===== src/sv/qaer_pkg.sv =====
// Shared types and constants for the queue with alternate entry removal.
package qaer_pkg;

  localparam int unsigned QueueDepth = 32;
  localparam int unsigned IdxW       = $clog2(QueueDepth);
  localparam int unsigned CntW       = $clog2(QueueDepth + 1);
  localparam int unsigned CountW     = 6;
  localparam int unsigned ValueW     = 32;

  typedef enum logic [1:0] {
    OpPush  = 2'd0,
    OpHalve = 2'd1,
    OpList  = 2'd2
  } op_e;

  typedef enum logic [1:0] {
    StatOk    = 2'd0,
    StatFull  = 2'd1,
    StatEmpty = 2'd2
  } status_e;

  typedef enum logic [2:0] {
    StIdle,
    StHalve,
    StListRd,
    StListEmit,
    StResult
  } state_e;

  typedef struct packed {
    logic [1:0]               func;
    logic signed [ValueW-1:0] value;
  } in_t;

  typedef struct packed {
    logic signed [ValueW-1:0] item_value;
    logic [CountW-1:0]        entry_count;
    logic [1:0]               status;
    logic                     last_of_run;
  } out_t;

endpackage


===== src/sv/queue_with_alternate_entry_removal.sv =====
// Top level: bounded queue with push, alternate entry removal and listing.
// Push and unused codes: the result is held in the core's result state, then in the output register.
// Halve: one store read and write per kept entry past the head. List: a read state and an emit
// state per entry through the single store read port. A stalled output holds the sequencer.
// Reset clears the fill count and control state; store contents stay undefined, no clear pass.
module queue_with_alternate_entry_removal (
  input  logic           clk_i,
  input  logic           rst_ni,
  input  logic           in_valid_i,
  output logic           in_ready_o,
  input  qaer_pkg::in_t  in_data_i,
  output logic           out_valid_o,
  input  logic           out_ready_i,
  output qaer_pkg::out_t out_data_o
);

  logic           res_valid;
  logic           res_ready;
  qaer_pkg::out_t res_data;
  logic           out_valid_q;
  qaer_pkg::out_t out_data_q;

  qaer_core u_core (
    .clk_i       (clk_i),
    .rst_ni      (rst_ni),
    .in_valid_i  (in_valid_i),
    .in_ready_o  (in_ready_o),
    .in_data_i   (in_data_i),
    .res_valid_o (res_valid),
    .res_ready_i (res_ready),
    .res_data_o  (res_data)
  );

  assign res_ready = !out_valid_q || out_ready_i;

  always_ff @(posedge clk_i or negedge rst_ni) begin
    if (!rst_ni) begin
      out_valid_q <= 1'b0;
    end else if (res_ready) begin
      out_valid_q <= res_valid;
    end
  end

  always_ff @(posedge clk_i) begin
    if (res_valid && res_ready) begin
      out_data_q <= res_data;
    end
  end

  assign out_valid_o = out_valid_q;
  assign out_data_o  = out_data_q;

endmodule


===== src/sv/qaer_core.sv =====
// Entry store, fill count and operation sequencer of the queue.
module qaer_core (
  input  logic           clk_i,
  input  logic           rst_ni,
  input  logic           in_valid_i,
  output logic           in_ready_o,
  input  qaer_pkg::in_t  in_data_i,
  output logic           res_valid_o,
  input  logic           res_ready_i,
  output qaer_pkg::out_t res_data_o
);

  qaer_pkg::state_e state_q, state_d;

  logic signed [qaer_pkg::ValueW-1:0] mem_q [qaer_pkg::QueueDepth];
  logic signed [qaer_pkg::ValueW-1:0] rd_data_q;

  logic [qaer_pkg::CntW-1:0] count_q, count_d;
  logic [qaer_pkg::IdxW-1:0] idx_q, idx_d;
  logic [qaer_pkg::IdxW-1:0] wr_idx_q, wr_idx_d;
  logic                      wr_pend_q, wr_pend_d;
  qaer_pkg::out_t            res_q, res_d;

  logic                               in_xfer;
  logic                               full;
  logic                               last;
  logic [qaer_pkg::CntW:0]            cnt_inc;
  logic [qaer_pkg::CntW-1:0]          kept;
  logic                               wr_en;
  logic [qaer_pkg::IdxW-1:0]          wr_addr;
  logic signed [qaer_pkg::ValueW-1:0] wr_data;
  logic                               rd_en;
  logic [qaer_pkg::IdxW-1:0]          rd_addr;

  assign in_xfer = in_valid_i && in_ready_o;
  assign full    = count_q == qaer_pkg::CntW'(qaer_pkg::QueueDepth);
  assign last    = (qaer_pkg::CntW'(idx_q) + qaer_pkg::CntW'(1)) == count_q;
  assign cnt_inc = {1'b0, count_q} + (qaer_pkg::CntW + 1)'(1);
  assign kept    = cnt_inc[qaer_pkg::CntW:1];

  always_comb begin
    state_d = state_q;
    unique case (state_q)
      qaer_pkg::StIdle: begin
        if (in_valid_i) begin
          unique case (in_data_i.func)
            qaer_pkg::OpHalve: begin
              state_d = (kept < qaer_pkg::CntW'(2)) ? qaer_pkg::StResult : qaer_pkg::StHalve;
            end
            qaer_pkg::OpList: begin
              state_d = (count_q == '0) ? qaer_pkg::StResult : qaer_pkg::StListRd;
            end
            default: begin
              state_d = qaer_pkg::StResult;
            end
          endcase
        end
      end
      qaer_pkg::StHalve: begin
        if (last) begin
          state_d = qaer_pkg::StResult;
        end
      end
      qaer_pkg::StListRd: begin
        state_d = qaer_pkg::StListEmit;
      end
      qaer_pkg::StListEmit: begin
        if (res_ready_i) begin
          state_d = last ? qaer_pkg::StIdle : qaer_pkg::StListRd;
        end
      end
      qaer_pkg::StResult: begin
        if (res_ready_i) begin
          state_d = qaer_pkg::StIdle;
        end
      end
      default: begin
        state_d = qaer_pkg::StIdle;
      end
    endcase
  end

  always_comb begin
    in_ready_o  = state_q == qaer_pkg::StIdle;
    res_valid_o = (state_q == qaer_pkg::StResult) || (state_q == qaer_pkg::StListEmit);
    rd_en       = (state_q == qaer_pkg::StHalve) || (state_q == qaer_pkg::StListRd);
    rd_addr     = (state_q == qaer_pkg::StHalve) ? {idx_q[qaer_pkg::IdxW-2:0], 1'b0} : idx_q;
    wr_en       = wr_pend_q ||
                  (in_xfer && (in_data_i.func == qaer_pkg::OpPush) && !full);
    wr_addr     = wr_pend_q ? wr_idx_q : count_q[qaer_pkg::IdxW-1:0];
    wr_data     = wr_pend_q ? rd_data_q : in_data_i.value;
    if (state_q == qaer_pkg::StListEmit) begin
      res_data_o.item_value  = rd_data_q;
      res_data_o.entry_count = qaer_pkg::CountW'(count_q);
      res_data_o.status      = qaer_pkg::StatOk;
      res_data_o.last_of_run = last;
    end else begin
      res_data_o = res_q;
    end
  end

  always_comb begin
    count_d   = count_q;
    idx_d     = idx_q;
    wr_idx_d  = wr_idx_q;
    wr_pend_d = 1'b0;
    res_d     = res_q;
    if (in_xfer) begin
      res_d.item_value  = '0;
      res_d.entry_count = qaer_pkg::CountW'(count_q);
      res_d.status      = qaer_pkg::StatOk;
      res_d.last_of_run = 1'b1;
      unique case (in_data_i.func)
        qaer_pkg::OpPush: begin
          if (full) begin
            res_d.status = qaer_pkg::StatFull;
          end else begin
            count_d           = cnt_inc[qaer_pkg::CntW-1:0];
            res_d.entry_count = qaer_pkg::CountW'(cnt_inc[qaer_pkg::CntW-1:0]);
          end
        end
        qaer_pkg::OpHalve: begin
          count_d           = kept;
          idx_d             = qaer_pkg::IdxW'(1);
          res_d.entry_count = qaer_pkg::CountW'(kept);
        end
        qaer_pkg::OpList: begin
          idx_d = '0;
          if (count_q == '0) begin
            res_d.status = qaer_pkg::StatEmpty;
          end
        end
        default: begin
        end
      endcase
    end
    if (state_q == qaer_pkg::StHalve) begin
      wr_pend_d = 1'b1;
      wr_idx_d  = idx_q;
      idx_d     = idx_q + qaer_pkg::IdxW'(1);
    end
    if ((state_q == qaer_pkg::StListEmit) && res_ready_i) begin
      idx_d = idx_q + qaer_pkg::IdxW'(1);
    end
  end

  always_ff @(posedge clk_i or negedge rst_ni) begin
    if (!rst_ni) begin
      state_q   <= qaer_pkg::StIdle;
      count_q   <= '0;
      wr_pend_q <= 1'b0;
    end else begin
      state_q   <= state_d;
      count_q   <= count_d;
      wr_pend_q <= wr_pend_d;
    end
  end

  always_ff @(posedge clk_i) begin
    idx_q    <= idx_d;
    wr_idx_q <= wr_idx_d;
    res_q    <= res_d;
  end

  always_ff @(posedge clk_i) begin
    if (wr_en) begin
      mem_q[wr_addr] <= wr_data;
    end
    if (rd_en) begin
      rd_data_q <= mem_q[rd_addr];
    end
  end

endmodule


===== config.mk =====
export PLATFORM = sky130hd
export DESIGN_NAME = queue_with_alternate_entry_removal
export DESIGN_NICKNAME = d
export VERILOG_FILES = /design/src/sv/qaer_pkg.sv /design/src/sv/queue_with_alternate_entry_removal.sv /design/src/sv/qaer_core.sv
export SDC_FILE = /design/constraint.sdc
export NUM_CORES = 1
export LEC_CHECK = 0
export BUFFER_PORTS_ARGS = -buffer_cell sky130_fd_sc_hd__buf_4
export CORE_UTILIZATION = 30
export DETAILED_ROUTE_END_ITERATION = 16
export PLACE_DENSITY = 0.5
export SKIP_CTS_REPAIR_TIMING = 1
export SYNTH_ARGS = -nofsm -noshare
export SYNTH_HDL_FRONTEND = slang
export SYNTH_SLANG_ARGS = --single-unit

===== constraint.sdc =====
create_clock -name clk_i -period 7.89 [get_ports clk_i]
set_input_delay 0.3945 -clock clk_i [delete_from_list [all_inputs] [get_ports clk_i]]
set_output_delay 0.3945 -clock clk_i [all_outputs]
set_load 0.005 [all_outputs]

# Word level (Yosys, flattened, before mapping)
# Memory sizes are Yosys's and may differ from the RTL's. A register that Yosys moved wholly into a read port is not among the register bits.
# Cells that the tools add are included.
word_totals:
  ramBits: 1024
  out_inout_bits: 43
  mem_count: 1
  elab_cells: 72
  inputBits: 38
  regBits: 70
op_classes:
  muxes: 25
  order_cmp: 1
  n_eq_ne: 12
  add_sub_neg: 3
  n_reduce_logical: 18
memory_table:
  columns: ["name", "depth", "word_bits", "read_ports", "rd_ports_with_merged_regs", "write_ports", "line", "text"]
  rows:
  - ["u_core.mem_q", 32, 32, 1, 1, 1, "qaer_core.sv:15", "logic signed [qaer_pkg::ValueW-1:0] mem_q [qaer_pkg::QueueDepth];"]
ops:
  columns: ["op", "count"]
  rows:
  - ["$mux W32", 1]
  - ["$mux W5", 5]
  - ["$mux W3", 6]
  - ["$pmux W3 S5", 1]
  - ["$pmux W6 S2", 1]
  - ["$pmux W5 S2", 1]
  - ["$mux W9", 1]
  - ["$add A6 B1 Y7 const B", 1]
  - ["$add A5 B1 Y6 const B", 1]
  - ["$eq A3 B2 Y1 const B", 2]
  - ["$eq A6 B6 Y1", 1]
  - ["$eq A6 B6 Y1 const B", 1]
  - ["$logic_not A6 Y1", 1]
  - ["$lt A6 B2 Y1 const B", 1]
  - ["$mux W6", 1]
  - ["$ne A2 B2 Y1 const B", 3]
  - ["$pmux W3 S2", 1]
  - ["$add A5 B1 Y5 const B", 1]
  - ["$logic_and A1 B1 Y1", 5]
  - ["$logic_or A1 B1 Y1", 4]
  - ["$mux W1", 4]
  - ["$mux W2", 2]
  - ["$pmux W2 S2", 1]
  - ["$reduce_and A4 Y1", 1]
  - ["other kinds (11)", 12]

# Longest topological paths before layout
logic_depth:
  ltp_word: 7
  depth_mapped: 12
  depth_no_buf: 8

# Cells and area by module
# Synthesis repeated with hierarchy kept, for this count alone.
unflattened:
  cells_unflattened: 2912
  hier_area_um2: 44863.0
by_module_without_submodules:
  columns: ["module", "seq_area_each_um2", "area_each_um2", "instances", "cells_per_inst"]
  rows:
  - ["qaer_core", 32501.2, 43578.0, 1, 2867]
  - ["queue_with_alternate_entry_removal", 1256.2, 1285.0, 1, 45]

# Worst setup path before layout
# OpenSTA, ideal clock, no wires.
synth_path:
  path_type: "reg-to-reg"
  from: "register u_core.count_q[1] (netlist bit)"
  to: "memory u_core.mem_q[11][0] (netlist bit), enable pin"
  n_path_buf: 1
  stages_incl_launch_ff: 10
  setup_slack_ps: 4436
  arrival_time_ps: 3033
  required_time_ps: 7469
  synth_period_minus_slack_ps: 3454
  setup_time_ps: 421
  cell_sequence: "dfrtp_1 clkbuf_1 inv_1 ha_1 nor4b_1 nand2_1 nand4_1 o21ai_0 nand2_1 nor2_1"
synth_via:
  elab_chain_cells: 6
  elab_cells_between_ends: 7
  cone_classes: "1 x eq/ne; 3 x mux; 3 x reduce/logical"
synth_rtl:
  columns: ["element", "line", "text"]
  rows:
  - ["start, declared", "qaer_core.sv:18", "logic [qaer_pkg::CntW-1:0] count_q, count_d;"]
  - ["start signal, assigned", "qaer_core.sv:154", "count_q <= count_d;"]
  - ["$eq A6 B6 Y1", "qaer_core.sv:36", "assign full = count_q == qaer_pkg::CntW'(qaer_pkg::QueueDepth);"]
  - ["$logic_not A1 Y1", "qaer_core.sv:89", "(in_xfer && (in_data_i.func == qaer_pkg::OpPush) && !full);"]
  - ["$logic_and A1 B1 Y1", "qaer_core.sv:89", null]
  - ["$logic_or A1 B1 Y1", "qaer_core.sv:88", "wr_en = wr_pend_q ||"]
  - ["$mux W1", "qaer_core.sv:166", "if (wr_en) begin"]
  - ["$mux W1 (implied by the code)", "qaer_core.sv:167", "mem_q[wr_addr] <= wr_data;"]
  - ["end, declared", "qaer_core.sv:15", null]
# Several ways; a longest one is shown, not always the timed one.

# Final worst setup path
layout_path:
  from: "register u_core.state_q[0]"
  to: "register u_core.rd_data_q[14] (netlist bit), read port of u_core.mem_q (data pin)"
layout_via:
  elab_chain_cells: 2
  elab_cells_between_ends: 4
  cone_classes: "2 x eq/ne; 1 x mux; 1 x reduce/logical"
layout_rtl:
  columns: ["element", "line", "text"]
  rows:
  - ["start, declared", "qaer_core.sv:13", "qaer_pkg::state_e state_q, state_d;"]
  - ["start signal, assigned", "qaer_core.sv:149", "state_q <= qaer_pkg::StIdle;"]
  - ["start signal, assigned", "qaer_core.sv:153", "state_q <= state_d;"]
  - ["$eq A3 B1 Y1 or $eq A3 B2 Y1 (tied branches)", "qaer_core.sv:86, qaer_core.sv:87", null]
  - ["$mux W5 or $logic_or A1 B1 Y1 (tied branches)", "qaer_core.sv:87, qaer_core.sv:86", null]
  - ["end, declared", "qaer_core.sv:16", "logic signed [qaer_pkg::ValueW-1:0] rd_data_q;"]
# Several ways; a longest one is shown, not always the timed one.
# A chain may end at the register's enable or synchronous reset.

==> flow_metrics.py <==
metrics = {
    "global_routing": {
        "grt_first_pass_wirelength_mm": 197,
        "grt_max_degree": 105,
        "grt_pass1_vias": 26000,
        "overflow": 0,
        "grt.total_usage_pct": 17.9,
        "antenna_found_initial": 6,
    },
    "logic_synthesis": {
        "ys.flop_type": "edfxtp_1",
        "yosys-top-cells-area": "edfxtp_1 74%, mux2i_1 4.9%, mux2_2 1.8%, a211oi_1 1.6%, mux4_2 1.5%",
        "yosys_warnings": 0,
        "yosysSeqAreaShare_pct": 74.1,
        "synth_area_mm2": 0.0455,
        "postSynthAreaPerCell_um2": 16.3,
        "synthArstFlopShare_pct": 0.977,
        "synth_edf_count": 1115,
        "netlist.top_cell.by_area": "edfxtp_1",
        "syn_nets": 2837,
        "synth.distinct_cells": 62,
        "synth_cells": 2793,
        "synth_top_area_share_pct": 73.5,
        "ys_ff_latch": 1126,
    },
    "floorplanning": {
        "coreArea_mm2": 0.150,
        "die_w_um": 392,
        "ios": 81,
        "die_area_mm2": 0.153,
        "die_h_um": 392,
        "placementRows": 142,
        "initial_core_util_pct": 30.3,
    },
    "routing": {
        "dr.pass1.iters": 6,
        "drt-total-wl_mm": 140,
        "avgRoutedWirePerCell_um": 28.1,
        "drt_iter0_drc": 2653,
        "routed_via_density": 5.35,
        "antenna_left": 0,
        "drc": 0,
        "vias": 26600,
    },
    "final_layout": {
        "final_common_cell": "edfxtp_1",
        "multiInputGateArea_mm2": 0.0111,
        "instances_no_fill": 4970,
        "layout_common_cells": "1115 x edfxtp_1, 225 x mux2i_1, 143 x buf_4",
        "final_area_mm2": 0.0524,
        "drive_gt1_share_pct": 17.4,
        "final_nets": 2896,
        "areaGrowthSynthToFinish_pct": 15.0,
        "seqCellArea_mm2": 0.0338,
        "fillers": 14300,
    },
    "place": {
        "dp.final_hpwl_mm": 69.9,
        "placed_area_mm2": 0.0487,
        "gp_congestion": 0.744,
        "numPortBuffers": 80,
        "placed_cells": 4747,
    },
    "sta": {
        "setup_violations": 0,
        "max_clock_freq_ghz": 0.227,
        "hold_violations": 0,
        "slew_viol_final": 0,
        "slew_headroom_pct": 25.3,
        "grt_setup_unrepaired": "false",
        "tightest_slew_ps": 1120,
        "final.setup.tns_ps": 0,
        "skew_ps": 20.4,
        "min_period_over_period_pct": 55.9,
        "layout_min_cycle_time_ps": 4410,
    },
    "critical_path": {
        "setup.worst_path.start": "u_core.state_q[0]",
        "r2r_setup_slack_ps": 3480,
        "crit_arrival_ps": 4830,
        "path_class": "flop to flop",
        "startpoint_type": "flop",
        "crit_fanout": 66,
        "r2r-end": "u_core.rd_data_q[14]",
        "reg2reg_depth": 9,
        "cp.required_ps": 8310,
        "r2r_start": "u_core.state_q[0]",
        "cp-end-kind": "flop",
    },
    "clocking": {
        "cts_tree": "built",
        "cts_num_sinks": 1126,
        "cts.clk_slew.worst_paths_ps": 60,
        "htreeDepth": 3,
        "numCtsBuffers": 118,
        "clk_latency_ps": 700,
        "root_buffer": "clkbuf_16",
        "ctsLongestPathBuffers": 3,
    },
    "outcome": {
        "status": "complete, no violations",
    },
    "pwr": {
        "ir_drop_mv": 0.369,
        "p_leak_nw": 16.8,
        "cellPowerDensity_mw_per_mm2": 390,
    },
    "run": {
        "cap_violations": 0,
    },
    "min_path": {
        "hold_class": "input port to async pin",
    },
}
layout make-up:
type | count | area share, %
Antenna cell | 3 | 0.0143
Clock buffer | 147 | 5.89
Clock inverter | 72 | 1.14
Inverter | 16 | 0.124
Multi-Input combinational cell | 1440 | 21.3
Sequential cell | 1126 | 64.5
Tap cell | 2016 | 4.82
Timing Repair Buffer | 150 | 2.30
critical path, cell delays in order (launching register included):
cell and delay [ps]:
dfrtp_1 530, or3b_4 600, inv_6 320, buf_4 400, nor2_4 780, buf_12 470
a21oi_1 130, o221a_2 160, a311oi_1 470, nor4_1 90
sequential cells by signal, indices dropped and copies added (netlist names):
signal            cells
u_core.wr_idx_q       5
u_core.wr_pend_q      1
u_core.count_q        6
out_valid_o           1
u_core.rd_data_q     32
u_core.res_q          8
u_core.mem_q       1024
out_data_o           41
u_core.idx_q          5
u_core.state_q        3
how the worst max path moves through the flow:
stage | to | slack, ps | cells past startpoint
finish | u_core.rd_data_q[14] | 3480 | 9
global route | u_core.rd_data_q[15] | 3270 | 8
CTS | u_core.mem_q[19][29] | 3520 | 8
detailed placement | u_core.mem_q[19][30] | 3530 | 8
global placement | u_core.mem_q[19][30] | 3580 | 8
floorplan | u_core.mem_q[11][0] | 4440 | 9
stage by stage:
stage | util (%) | total power (W) | hold WS (ps) | setup slack [ps]
4_1_cts | 34.8 | 0.0205 | -494 | 3520
5_1_grt | 34.8 | 0.0212 | 76.8 | 3270
2_1_floorplan | - | 0.0124 | 98.9 | 4440
3_3_place_gp | 32.4 | 0.0151 | 262 | 3580
3_5_place_dp | 32.4 | 0.0151 | 264 | 3530
6_report | 34.8 | 0.0204 | 86.7 | 3480
report_power, final:
part           internal (W)  switching, W
logic               0.00211       0.00484
clock network       0.00308       0.00230
registers           0.00781      0.000291
total                0.0130       0.00743
cell usage after synthesis (all sizes together), types with 2 or more instances:
library cell / number
mux4: 31
o32ai: 4
a211oi: 94
nor2b: 40
a21o: 2
a2bb2oi: 2
nor4: 29
a311oi: 30
ha: 6
nor3: 66
mux2i: 226
o21ai: 122
nand2: 76
dfrtp: 11
a21oi: 99
inv: 16
o21a: 3
nor3b: 32
nand3: 74
edfxtp: 1115
o221a: 31
o31ai: 3
o221ai: 62
and2: 3
mux2: 74
and3: 93
a22oi: 3
o22ai: 64
a211o: 2
xor2: 5
clkbuf: 139
nor4b: 2
nand3b: 5
nand2b: 5
xnor2: 9
o311ai: 3
buf: 72
o211ai: 37
nor2: 59
nand4: 2
a31oi: 31
cells by family (layout without fill, tap and decap cells):
kind of cell    count (synthesis)  in the layout  synth area share (%)
simple gates                  490            490                  5.80
buf+inv                       227            385                  2.16
flops                        1126           1126                  74.1
xor+xnor                       14             14                 0.269
compound gates                599            599                  9.11
mux                           331            331                  8.35
fa+ha+maj                       6              6                 0.165
other cells                     0              3                     0
layer usage:
metal | track usage, % | share of wire, % | up-vias | routed length (um)
li1 | - | - | 11400 | -
met1 | 24.9 | 44 | 14000 | 61000
met2 | 29.1 | 47 | 923 | 65500
met3 | 2.73 | 6.5 | 207 | 9070
met4 | 4.93 | 2.8 | 4 | 3910
met5 | 0 | 0.17 | - | 244
No activity file was read; power rests on OpenSTA's default activity.
